<file path="src/bps_pkg.sv">
// bps_pkg: shared types and constants for the Bezier path sampler.
// Used by the top level and the shift-subtract recurrence unit.
package bps_pkg;

  // Segment sample count: 6 bits, saturates at MAX_SAMPLES
  localparam int unsigned NBITS       = 6;
  localparam int unsigned MAX_SAMPLES = 63;

  // Configuration register indexes and reset values
  localparam logic        REG_SPACING   = 1'b0;
  localparam logic        REG_LIMIT     = 1'b1;
  localparam logic [31:0] SPACING_RESET = 32'h0001_0000;
  localparam logic [15:0] LIMIT_RESET   = 16'd20;
  localparam logic [15:0] LIMIT_MIN     = 16'd4;

  // Recurrence unit widths and step counts
  localparam int unsigned REM_W  = 35;
  localparam int unsigned ACC_W  = 66;
  localparam int unsigned ROOT_W = 33;
  localparam logic [5:0]  SQRT_STEPS = 6'd33;
  localparam logic [5:0]  QDIV_STEPS = 6'd32;
  localparam logic [5:0]  NDIV_STEPS = 6'(NBITS);

  typedef struct packed {
    logic              start;
    logic              sqrt_mode;
    logic [5:0]        steps;
    logic [REM_W-1:0]  rem_init;
    logic [ACC_W-1:0]  acc_init;
    logic [ROOT_W-1:0] den;
  } rec_cmd_t;

endpackage

</file>
<file path="src/bps_rec.sv">
// bps_rec: shared shift-subtract unit, one bit per cycle.
// Does restoring square root (2 radicand bits a step) or division (1 bit a step).
// Depends on bps_pkg.
module bps_rec import bps_pkg::*; (
  input  logic              clk,
  input  logic              rst,
  input  rec_cmd_t          cmd,
  output logic              done,
  output logic [ROOT_W-1:0] result
);

  logic [REM_W-1:0]  rem;
  logic [ACC_W-1:0]  acc;
  logic [ROOT_W-1:0] root;
  logic [ROOT_W-1:0] den;
  logic              sqrt_mode;
  logic [5:0]        cnt;
  logic [REM_W+1:0]  shifted;
  logic [REM_W+1:0]  trial;
  logic [REM_W+1:0]  diff;
  logic              ge;

  always_comb begin
    if (sqrt_mode) begin
      shifted = {rem, acc[ACC_W-1 -: 2]};
      trial   = {2'b00, root, 2'b01};
    end else begin
      shifted = {1'b0, rem, acc[ACC_W-1]};
      trial   = (REM_W+2)'(den);
    end
    ge   = shifted >= trial;
    diff = shifted - trial;
  end

  always_ff @(posedge clk) begin
    if (rst) begin
      cnt  <= '0;
      done <= 1'b0;
    end else begin
      done <= 1'b0;
      if (cmd.start) begin
        cnt <= cmd.steps;
      end else if (cnt != '0) begin
        cnt  <= cnt - 6'd1;
        done <= (cnt == 6'd1);
      end
    end
  end

  always_ff @(posedge clk) begin
    if (cmd.start) begin
      rem       <= cmd.rem_init;
      acc       <= cmd.acc_init;
      root      <= '0;
      den       <= cmd.den;
      sqrt_mode <= cmd.sqrt_mode;
    end else if (cnt != '0) begin
      rem  <= ge ? diff[REM_W-1:0] : shifted[REM_W-1:0];
      acc  <= sqrt_mode ? (acc << 2) : (acc << 1);
      root <= {root[ROOT_W-2:0], ge};
    end
  end

  assign result = root;

endmodule

</file>
<file path="config.mk">
export PLATFORM = sky130hd
export DESIGN_NAME = bps_rec
export DESIGN_NICKNAME = d
export VERILOG_FILES = /design/src/bps_pkg.sv /design/src/bps_rec.sv
export SDC_FILE = /design/constraint.sdc
export NUM_CORES = 1
export LEC_CHECK = 0
export BUFFER_PORTS_ARGS = -buffer_cell sky130_fd_sc_hd__buf_2
export CORE_MARGIN = 5
export CORE_UTILIZATION = 61
export CTS_CLUSTER_DIAMETER = 100
export CTS_CLUSTER_SIZE = 25
export DETAILED_ROUTE_END_ITERATION = 6
export PLACE_DENSITY_LB_ADDON = 0.1
export SLEW_MARGIN = 40
export SYNTH_ARGS = -nofsm -noshare
export SYNTH_HDL_FRONTEND = slang
export SYNTH_SLANG_ARGS = --single-unit
</file>
<file path="constraint.sdc">
create_clock -name clk -period 7.6 [get_ports clk]
set_input_delay 1.52 -clock clk [delete_from_list [all_inputs] [get_ports clk]]
set_output_delay 1.52 -clock clk [all_outputs]
set_load 0.005 [all_outputs]
</file>
Word level (Yosys, flattened, before mapping)
Cells that the tools add are included.
- flip-flop bits (word level): 175
- output and inout port bits: 34
- bits of input ports: 144
- logic and storage cells: 25
- reduce and logical (&&, ||, !) cells: 3
- equality and inequality tests: 1
- add/sub/neg operators: 2
- mux-type cells: 10
- $lt $le $gt $ge: 1
- bitwise operators: 1
- operator list (cell ; count):
    $mux 66 ; 3
    $mux 35 ; 4
    $ge 37x35->1 ; 1
    $mux 37 ; 1
    $sub 35x35->35 ; 1
    $mux 6 ; 2
    $eq 6x1->1 const B ; 1
    $reduce_bool 6->1 ; 1
    $sub 6x1->6 const B ; 1
    $reduce_or 3->1 ; 1
    $reduce_bool 2->1 ; 1
    $not 1->1 ; 1

Logic depth before layout (Yosys ltp)
Gate-level depths: netlist of run 1.
- word-level depth: 5
- depth in mapped cells: 16
- gate-level depth less buffers: 12

Worst setup path after synthesis of run 1
No wires, ideal clock.
- path kind: in2reg
- start point: input port cmd[141] (netlist name)
- end point: register acc[0] (enable)
- required time: 7.146 ns
- library setup time: 0.454 ns
- stages on the path: 5
- buffers on the path: 2
- setup slack: 2.937 ns
- arrival time: 4.209 ns
- cell sequence: clkinv_1 > and3_1 > clkbuf_1 > buf_1 > inv_1
- word-level cells in the longest chain between the ends: 1
- RTL lines (item ; line ; RTL):
    from (decl) ; bps_rec.sv:7 ; input rec_cmd_t cmd,
    $reduce_bool 2->1 (no source line) ; - ;
    to (signal assigned) ; bps_rec.sv:53 ; acc <= cmd.acc_init;
    to (signal assigned) ; bps_rec.sv:59 ; acc <= sqrt_mode ? (acc << 2) : (acc << 1);
    to (decl) ; bps_rec.sv:13 ; logic [ACC_W-1:0] acc;
Every way passes these cells.
A chain may end at the register's enable or synchronous reset.

Worst setup path after layout of run 1
- start point: register sqrt_mode
- end point: register rem[5], data pin
- word-level cells in the longest chain between the ends: 5
- elaborated cells on any way between the ends: 7
- classes of those cells: add/sub: 1; order compare: 1; mux: 5
- RTL lines (item ; line ; RTL):
    from (decl) ; bps_rec.sv:16 ; logic sqrt_mode;
    from (signal assigned) ; bps_rec.sv:56 ; sqrt_mode <= cmd.sqrt_mode;
    $mux 37 or $mux 35 (tied branches) ; bps_rec.sv:24 ; if (sqrt_mode) begin
    $sub 35x35->35 or $ge 37x35->1 (tied branches) ; bps_rec.sv:32, bps_rec.sv:31 ;
    $mux 35 (*) ; bps_rec.sv:58 ; rem <= ge ? diff[REM_W-1:0] : shifted[REM_W-1:0];
    $mux 35 (*) ; bps_rec.sv:57 ; end else if (cnt != '0) begin
    $mux 35 (*) ; bps_rec.sv:51 ; if (cmd.start) begin
    to (signal assigned) ; bps_rec.sv:52 ; rem <= cmd.rem_init;
    to (signal assigned) ; bps_rec.sv:58 ;
    to (decl) ; bps_rec.sv:12 ; logic [REM_W-1:0] rem;
Mark *: on every way between the ends. The rest lies on a longest branch, timed or not. The select of a mux whose other input is x is not followed.

==> results by stage, run 1 <==
STA:
- The number of failing setup endpoints in the final timing report is 0.
- The final-report max-slew violation count is 0.
- The peak clock frequency supported by timing is around 220 MHz.
- The final critical path takes up roughly 59% of the cycle.
- The worst max-slew margin expressed relative to the limit is a little over half.
- Adding up every negative setup slack in the final design gives 0 ns.
- The hold violation total from the final report is 0.
- On the final layout, the worst clock skew is between 0.008 and 0.009 ns.
- The final critical-path required period is 4.50 ns.
- At the pin with the least slew margin, the transition time is 0.700 ns.
- Setup repair after global routing left no endpoint under its margin.

Power and ir drop:
- The worst ir drop on vdd is 0.213 mV.
- In this run the static leakage power is a little over 5 nW.
- For this design the ratio of total power to cell area is 360 nW/um^2.

Die:
- The die width is roughly 140 um.
- The cell row count is 47.
- In this run the vertical extent of the chip is 140 um.
- The area of the core is 16500 sq um.
- The starting density of the core is just over 60%.
- The die area is 19500 sq um.
- about 180 I/O pins were placed.

GRT:
- The first global-routing pass estimated roughly 39000 um of wire.
- The global-route usage over all layers is a little under a quarter.
- The via count of the first global-routing pass is a little under 8k.
- The number of antenna violations at the first check in global routing is 0.
- Global routing finished with a remaining overflow of 0.
- Entering global routing, the biggest net connects ~140 pins.

Yosys:
- The most used flip-flop cell after synthesis is edfxtp_1.
- In this run, distinct cell masters in the synthesized netlist total just over 70.
- The synthesis-stage register bit count is between 150 and 200.
- Sequential elements use 47.3% of the synthesized area.
- The cell count after synthesis came out at 969.
- After synthesis, the share of flip-flops with an asynchronous set or reset is 0%.
- The count of synthesis-stage warnings from yosys is 0.
- The total nets after synthesis is 1151.
- The number of synthesized flops with an enable pin is approximately 140.
- After synthesis the cells add up to about 10000 sq um.
- The average instance area after synthesis is 10.6 sq um.

Place:
- The total cell area at the placement stage is 11200 sq um.
- The cell count after placement is 1311.
- At the end of routability-driven placement, the weighted congestion stood at roughly 0.9.
- The total of buffers placed on input and output ports is 177.
- Detailed placement ended at an HPWL of 16000 um.

Final layout:
- The layout cell share with drive strength beyond 1 is 25.0%.
- The post-layout net count is roughly 1.3k.
- The antenna diode count is 0.
- The library cells used most frequently in the layout, excluding fill and tap cells, are buf_2, edfxtp_1, nand2_1.
- The most common library cell in the layout ignoring fill and taps is buf_2.
- After routing the design area is 11900 sq um.
- Once layout is complete, the cells apart from fillers number 1344.
- The growth of design area from synthesis to finish is 15.8%.

Setup path:
- The worst setup path is launched from a flop.
- The arrival time of the worst setup path is 4.66 ns.
- The critical path endpoint category is a flop.
- Along the worst path, the maximum fanout reaches 74.
- The required time at the worst-slack endpoint is about 7.8 ns.
- The worst setup path is of the flop to flop kind.

Route:
- The length of the first detailed-routing pass in iterations is 5.
- The overall via count from detail_route is 7868.
- The remaining antenna violation count after routing is 0.
- The wire length on met2 is roughly 11000 um.
- The DRC violation count after routing is 0.
- Signal routing reaches up to met4.
- The final layout contains routed wiring with a total length of 23300 um.
- After detailed routing, the average wire length per cell comes to between 15 and 20 um.
- The ratio of routed vias to standard cells is just under 6.
- The detailed router put a total of 10800 um of wire on met1.
- The initial detailed-routing violation count is 696.
- In the detailed route, the total length drawn on met3 is roughly 1400 um.

Clock network:
- Clock-pin slew was measured on the worst setup and hold paths at about 0.07 ns.
- The hold-fix buffer count after cts is 0.
- Buffers inserted during clock tree synthesis total 17.
- The clock passes through at most 2 buffers.
- TritonCTS built the clock tree.
- The root buffer cell chosen for the clock tree is clkbuf_16.
- The clock latency reported for the late side of the worst-skew pair is 0.44 ns.
- The number of clock sinks is 175.
- The count of H-tree levels built during CTS is 4.
- The number of instances resized during post-cts repair is 0.
- The post-CTS setup buffer count is 0.

Worst hold path:
- The classification of the worst-slack hold path is flop to flop.

Outcome:
- The flow ran to the end, and the final reports show no timing, DRC or antenna violations.

Flow run:
- The number of max-cap violations is 0.
==> synth_stat cells, drive strengths merged (3+ instances only) <==
library cell,number,area (sq um)
and2,7,48.8
nand2b,5,31.3
nand2,114,428
a31oi,13,103
dfxtp,40,801
mux2,34,383
a21oi,61,343
nor4,6,37.5
nand4,9,56.3
nor3,4,20.0
ha,37,463
edfxtp,135,4050
nor2b,8,50.1
o21a,16,120
o211ai,5,51.3
o31ai,4,40.0
nor2,40,150
o21bai,5,37.5
a211oi,9,72.6
inv,18,67.6
a22o,34,298
mux2i,101,1010
nand3,8,40.0
xor2,13,114
clkbuf,35,135
or3,3,18.8
o21ai,105,529
and3,10,67.6
a21o,14,105
xnor2,19,166
buf,28,135
==> stage by stage <==
stage / power (mW) / util (%) / hold WS [ns] / setup WS (ns)
5_1_grt: 4.56 / 71.9 / 0.553 / 2.86
2_1_floorplan: 2.96 / - / 0.498 / 2.94
4_1_cts: 4.27 / 71.7 / 0.525 / 3.26
6_report: 4.28 / 71.9 / 0.522 / 3.10
3_5_place_dp: 3.34 / 68.0 / 0.508 / 3.28
3_3_place_gp: 3.31 / 68.0 / 0.505 / 3.38
==> registers in the layout (all words and copies together), names as in the netlist <==
register	cells
result	33
done	1
acc	66
rem	35
den	33
sqrt_mode	1
cnt	6
==> kinds of logic after synthesis <==
logic type / share of synthesized area [%]
flip-flops: 47.3
multiplexers: 13.6
AND/OR/NAND/NOR: 9.76
AO/OA/AOI/OAI: 18.6
adder cells (fa/ha/maj): 4.71
XOR/XNOR: 2.73
buffers and inverters: 3.33
==> layer usage <==
| metal | vias to the layer above | GRT usage [%] |
|---|---|---|
| met5 | - | 0 |
| met4 | 0 | 6.37 |
| met3 | 25 | 4.56 |
| met2 | 239 | 37.6 |
| met1 | 3690 | 34.3 |
| li1 | 3914 | - |
==> layout make-up <==
type	count	area [sq um]
Tap cell	220	275
Timing Repair Buffer	186	992
Clock inverter	14	170
Sequential cell	175	4850
Fill cell	1241	4650
Multi-Input combinational cell	712	5070
Inverter	19	73.8
Clock buffer	18	439
==> power breakdown <==
part	switching [mW]	internal (mW)
clock network	0.401	0.505
registers	0.103	1.29
logic	1.14	0.843
==> worst max-delay path, stage by stage (launching register included) <==
cell and delay, ns:
edfxtp_1 0.38, buf_12 0.38, buf_16 0.36, mux2_2 0.42, ha_1 0.42, a21oi_2 0.22, o21ai_0 0.14, nor4_1 0.39
inv_1 0.12, o211ai_4 0.22, a31o_4 0.56, nor2_1 0.13, a211oi_1 0.25, a21oi_1 0.06
==> final timing paths <==
| kind | depth (start not counted) | to | from | slack, ns |
|---|---|---|---|---|
| setup / recovery | 13 | rem[5]$_DFFE_PP_ | sqrt_mode$_DFFE_PP_ | 3.10 |
| hold / removal | 1 | result[23]$_SDFFE_PP0P_ | result[22]$_SDFFE_PP0P_ | 0.52 |
| setup reg to reg | 13 | rem[5]$_DFFE_PP_ | sqrt_mode$_DFFE_PP_ | 3.10 |
| hold reg to reg | 1 | result[23]$_SDFFE_PP0P_ | result[22]$_SDFFE_PP0P_ | 0.52 |
Note: power is estimated with default switching activity, not from simulation.
==> inputs of run 2 (changes only) <==
Settings changed: CORE_UTILIZATION 61 to 57.
Clock period 7.6 ns to 4.2 ns, I/O delays scaled along.
==> results by stage, run 2 (synthesis results as in run 1) <==
Die:
- The chip height was 144 um (+3.2%).
- The die area was 20800 sq um (+6.5%).
- The area of the core is 17800 sq um (+8.0%).
- The cell row count came to 49 (+4.3%).
- The die width is 144 um (+3.2%).
- The number of primary I/O pins is 178 (unchanged).
- The starting density of the core is 57.5% (-4.6 points).

Place:
- The total of buffers placed on input and output ports is 177 (unchanged).
- The HPWL after detailed placement was 16400 um (+2.3%).
- The total cell area at the placement stage was 11300 sq um (+0.83%).
- The routability-driven placement congestion ratio was 0.909 (+3.0%).

Setup path:
- The number of cells traversed by the worst register-to-register path is 13 (unchanged).
- The element type at the critical path start is a flop.
- The largest incremental delay on the critical path is 0.47 ns (-0.09 ns).
- The required time at the worst-slack endpoint is 4.37 ns (-3.39 ns).
- The worst setup path is captured at a flop.
- In this run the critical register-to-register path is launched from sqrt_mode$_DFFE_PP_.
- The slowest cell on the critical path is edfxtp_1.
- The worst register-to-register path ends at rem[34]$_DFFE_PP_.
- The arrival time of the worst setup path is 4.13 ns (-0.53 ns).
- The largest fanout on the critical path is 38 (-49%).
- Walking the worst path, the cells encountered are buf_12 > or2_2 > ha_1 > fa_1 > nor2b_1 > o31ai_1 > a31oi_1 > a211oi_2 > o31ai_2 > a41oi_2 > o211ai_1 > nand4_1 > nor3b_2.
- The critical setup path kind is flop to flop.
- The slack of the worst reg-to-reg path is 0.23 ns (-2.87 ns).

Final layout:
- The filler cell count is 1450 (+17%).
- Leaving out fill and tap cells, the most frequent cell in the layout is buf_2.
- The layout cell share with drive strength beyond 1 is 25.2% (+0.16 points).
- The flip-flop count of the largest register after layout is 66 (unchanged).
- The growth of design area from synthesis to finish is 16.0%.
- The final core utilization came to 66.7% (-5.2 points).
- The top register by number of flip-flops is acc.
- The area of all placed cells without fillers is 11900 sq um (+0.16%).
- The post-layout net count is 1298 (+0.39%).
- The antenna diode count is 0 (unchanged).
- In the final layout, the registers with the most flip-flops are acc (66), rem (35).
- Leaving out fill and tap cells, the most frequent cells in the layout are buf_2, edfxtp_1, nand2_1.

GRT:
- The global-route usage over all layers is 22.2% (-1.7 points).
- The via count of the first global-routing pass is 7757 (-1.6%).
- The number of antenna violations at the first check in global routing is 0 (unchanged).
- The first-pass GRT wire length was 37000 um (-4.1%).
- The total grt overflow is 0 (unchanged).
- The pin count of the biggest net entering global routing is 190 (+39%).

Power and ir drop:
- The leakage power figure is 5.09 nW (about the same).
- The worst ir drop on vdd was 0.353 mV (+66%).
- The total design power came to 7.62 mW (+78%).
- The power per cell area was 640 nW/um^2 (+78%).

Route:
- The final routed wirelength across all metal layers is 23500 um (+1.1%).
- The ratio of routed vias to standard cells is 5.76 (-1.6%).
- The remaining antenna violation count after routing is 0 (unchanged).
- The length of the first detailed-routing pass in iterations was 5 (unchanged).
- The routed length per placed instance is 17.3 um (about the same).
- The DRC violation count after routing is 0 (unchanged).
- The initial detailed-routing violation count came to 411 (-41%).
- The overall via count from detail_route came to 7823 (-0.57%).

STA:
- The period utilization is 94.4% (+35 points).
- Setup repair after global routing left no endpoint under its margin.
- The number of failing setup endpoints in the final timing report was 0 (unchanged).
- The final sum of negative setup slack was 0 ns (unchanged).
- The worst max-slew margin expressed relative to the limit came to 46.9% (-6.0 points).
- The transition time of the tightest slew-check pin came to 0.797 ns (+0.0962 ns).
- The setup clock skew after layout is 0.00987 ns (+0.00155 ns).
- The final critical-path required period came to 3.97 ns (-0.532 ns).
- The peak clock frequency supported by timing is 252 MHz (+13%).
- The final-report max-slew violation count is 0 (unchanged).
- The hold violation total from the final report is 0 (unchanged).

Worst hold path:
- The classification of the worst-slack hold path is flop to flop.
- For hold timing, the worst endpoint is result[32]$_SDFFE_PP0P_.
- The worst hold path begins at result[32]$_SDFFE_PP0P_.
- The cell count of the worst hold path is 1 (unchanged).

Clock network:
- The post-CTS setup buffer count came to 0 (unchanged).
- The register clock-pin slew on the reported worst setup and hold paths came to 0.06 ns (about the same).
- The hold-fix buffer count after cts was 0 (unchanged).
- The TritonCTS clock tree is done.
- The number of clock sinks came to 175 (unchanged).
- The clock latency reported for the late side of the worst-skew pair is 0.43 ns (about the same).
- The maximum clock insertion buffer count is 2 (unchanged).
- The number of buffers created by CTS is 17 (unchanged).
- The root cell of the clock tree is clkbuf_16.
- The number of instances resized during post-cts repair was 0 (unchanged).
- The count of H-tree levels built during CTS is 4 (unchanged).

Flow run:
- The number of max-cap violations is 0 (unchanged).

Outcome:
- The flow ran to the end, and the final reports show no timing, DRC or antenna violations.
## run 2: layout make-up
| type | count | area, sq um | area share, % |
|---|---|---|---|
| multi-input cells | 713 | 5090 | 42.8 |
| flip-flops and latches | 175 | 4850 | 40.8 |
| repair buffers | 190 | 1050 | 8.80 |
| clock buffers | 18 | 429 | 3.61 |
| well taps | 229 | 287 | 2.41 |
| clock inverters | 14 | 116 | 0.978 |
| inverters | 19 | 73.8 | 0.621 |
## run 2: through the flow
| stage | setup WS [ns] | hold WS (ns) | std cells |
|---|---|---|---|
| 6_report | 0.235 | 0.510 | 1358 |
| 5_1_grt | 0.00298 | 0.526 | 1358 |
| 4_1_cts | 0.181 | 0.509 | 1357 |
| 3_5_place_dp | 0.198 | 0.488 | 1325 |
| 3_3_place_gp | 0.296 | 0.487 | 1324 |
| 2_1_floorplan | 0.217 | 0.498 | 969 |
## run 2: how the worst max path moves through the flow
stage	startpoint	to	depth (start not counted)
after detailed placement	sqrt_mode$_DFFE_PP_	rem[34]$_DFFE_PP_	13
after CTS	sqrt_mode$_DFFE_PP_	rem[34]$_DFFE_PP_	13
final	sqrt_mode$_DFFE_PP_	rem[34]$_DFFE_PP_	13
after global placement	sqrt_mode$_DFFE_PP_	rem[34]$_DFFE_PP_	13
after global routing	sqrt_mode$_DFFE_PP_	rem[34]$_DFFE_PP_	13
after floorplan	cmd[141]	acc[0]$_SDFFCE_PN0P_	5
## run 2: report_power, final
part | total [mW] | switching (mW) | internal, mW
registers | 2.52 | 0.184 | 2.34
clock network | 1.47 | 0.660 | 0.814
logic | 3.62 | 2.07 | 1.55
## run 2: worst max-delay path: cells and delay by family, from the launching register on
kind            cells  cell delay (ns)
compound gates      6             1.61
simple gates        4             0.83
fa+ha+maj           2             0.59
flops               1             0.47
buf+inv             1             0.22
## run 2: routing by layer
layer / share of wire (%) / GRT usage (%) / vias up / wire, um
met5: 0 / 0 / - / 0
met4: 0.98 / 5.30 / 0 / 231
met3: 5.2 / 4.17 / 17 / 1230
met2: 49 / 38.5 / 188 / 11500
met1: 45 / 29.1 / 3695 / 10600
li1: - / - / 3923 / -
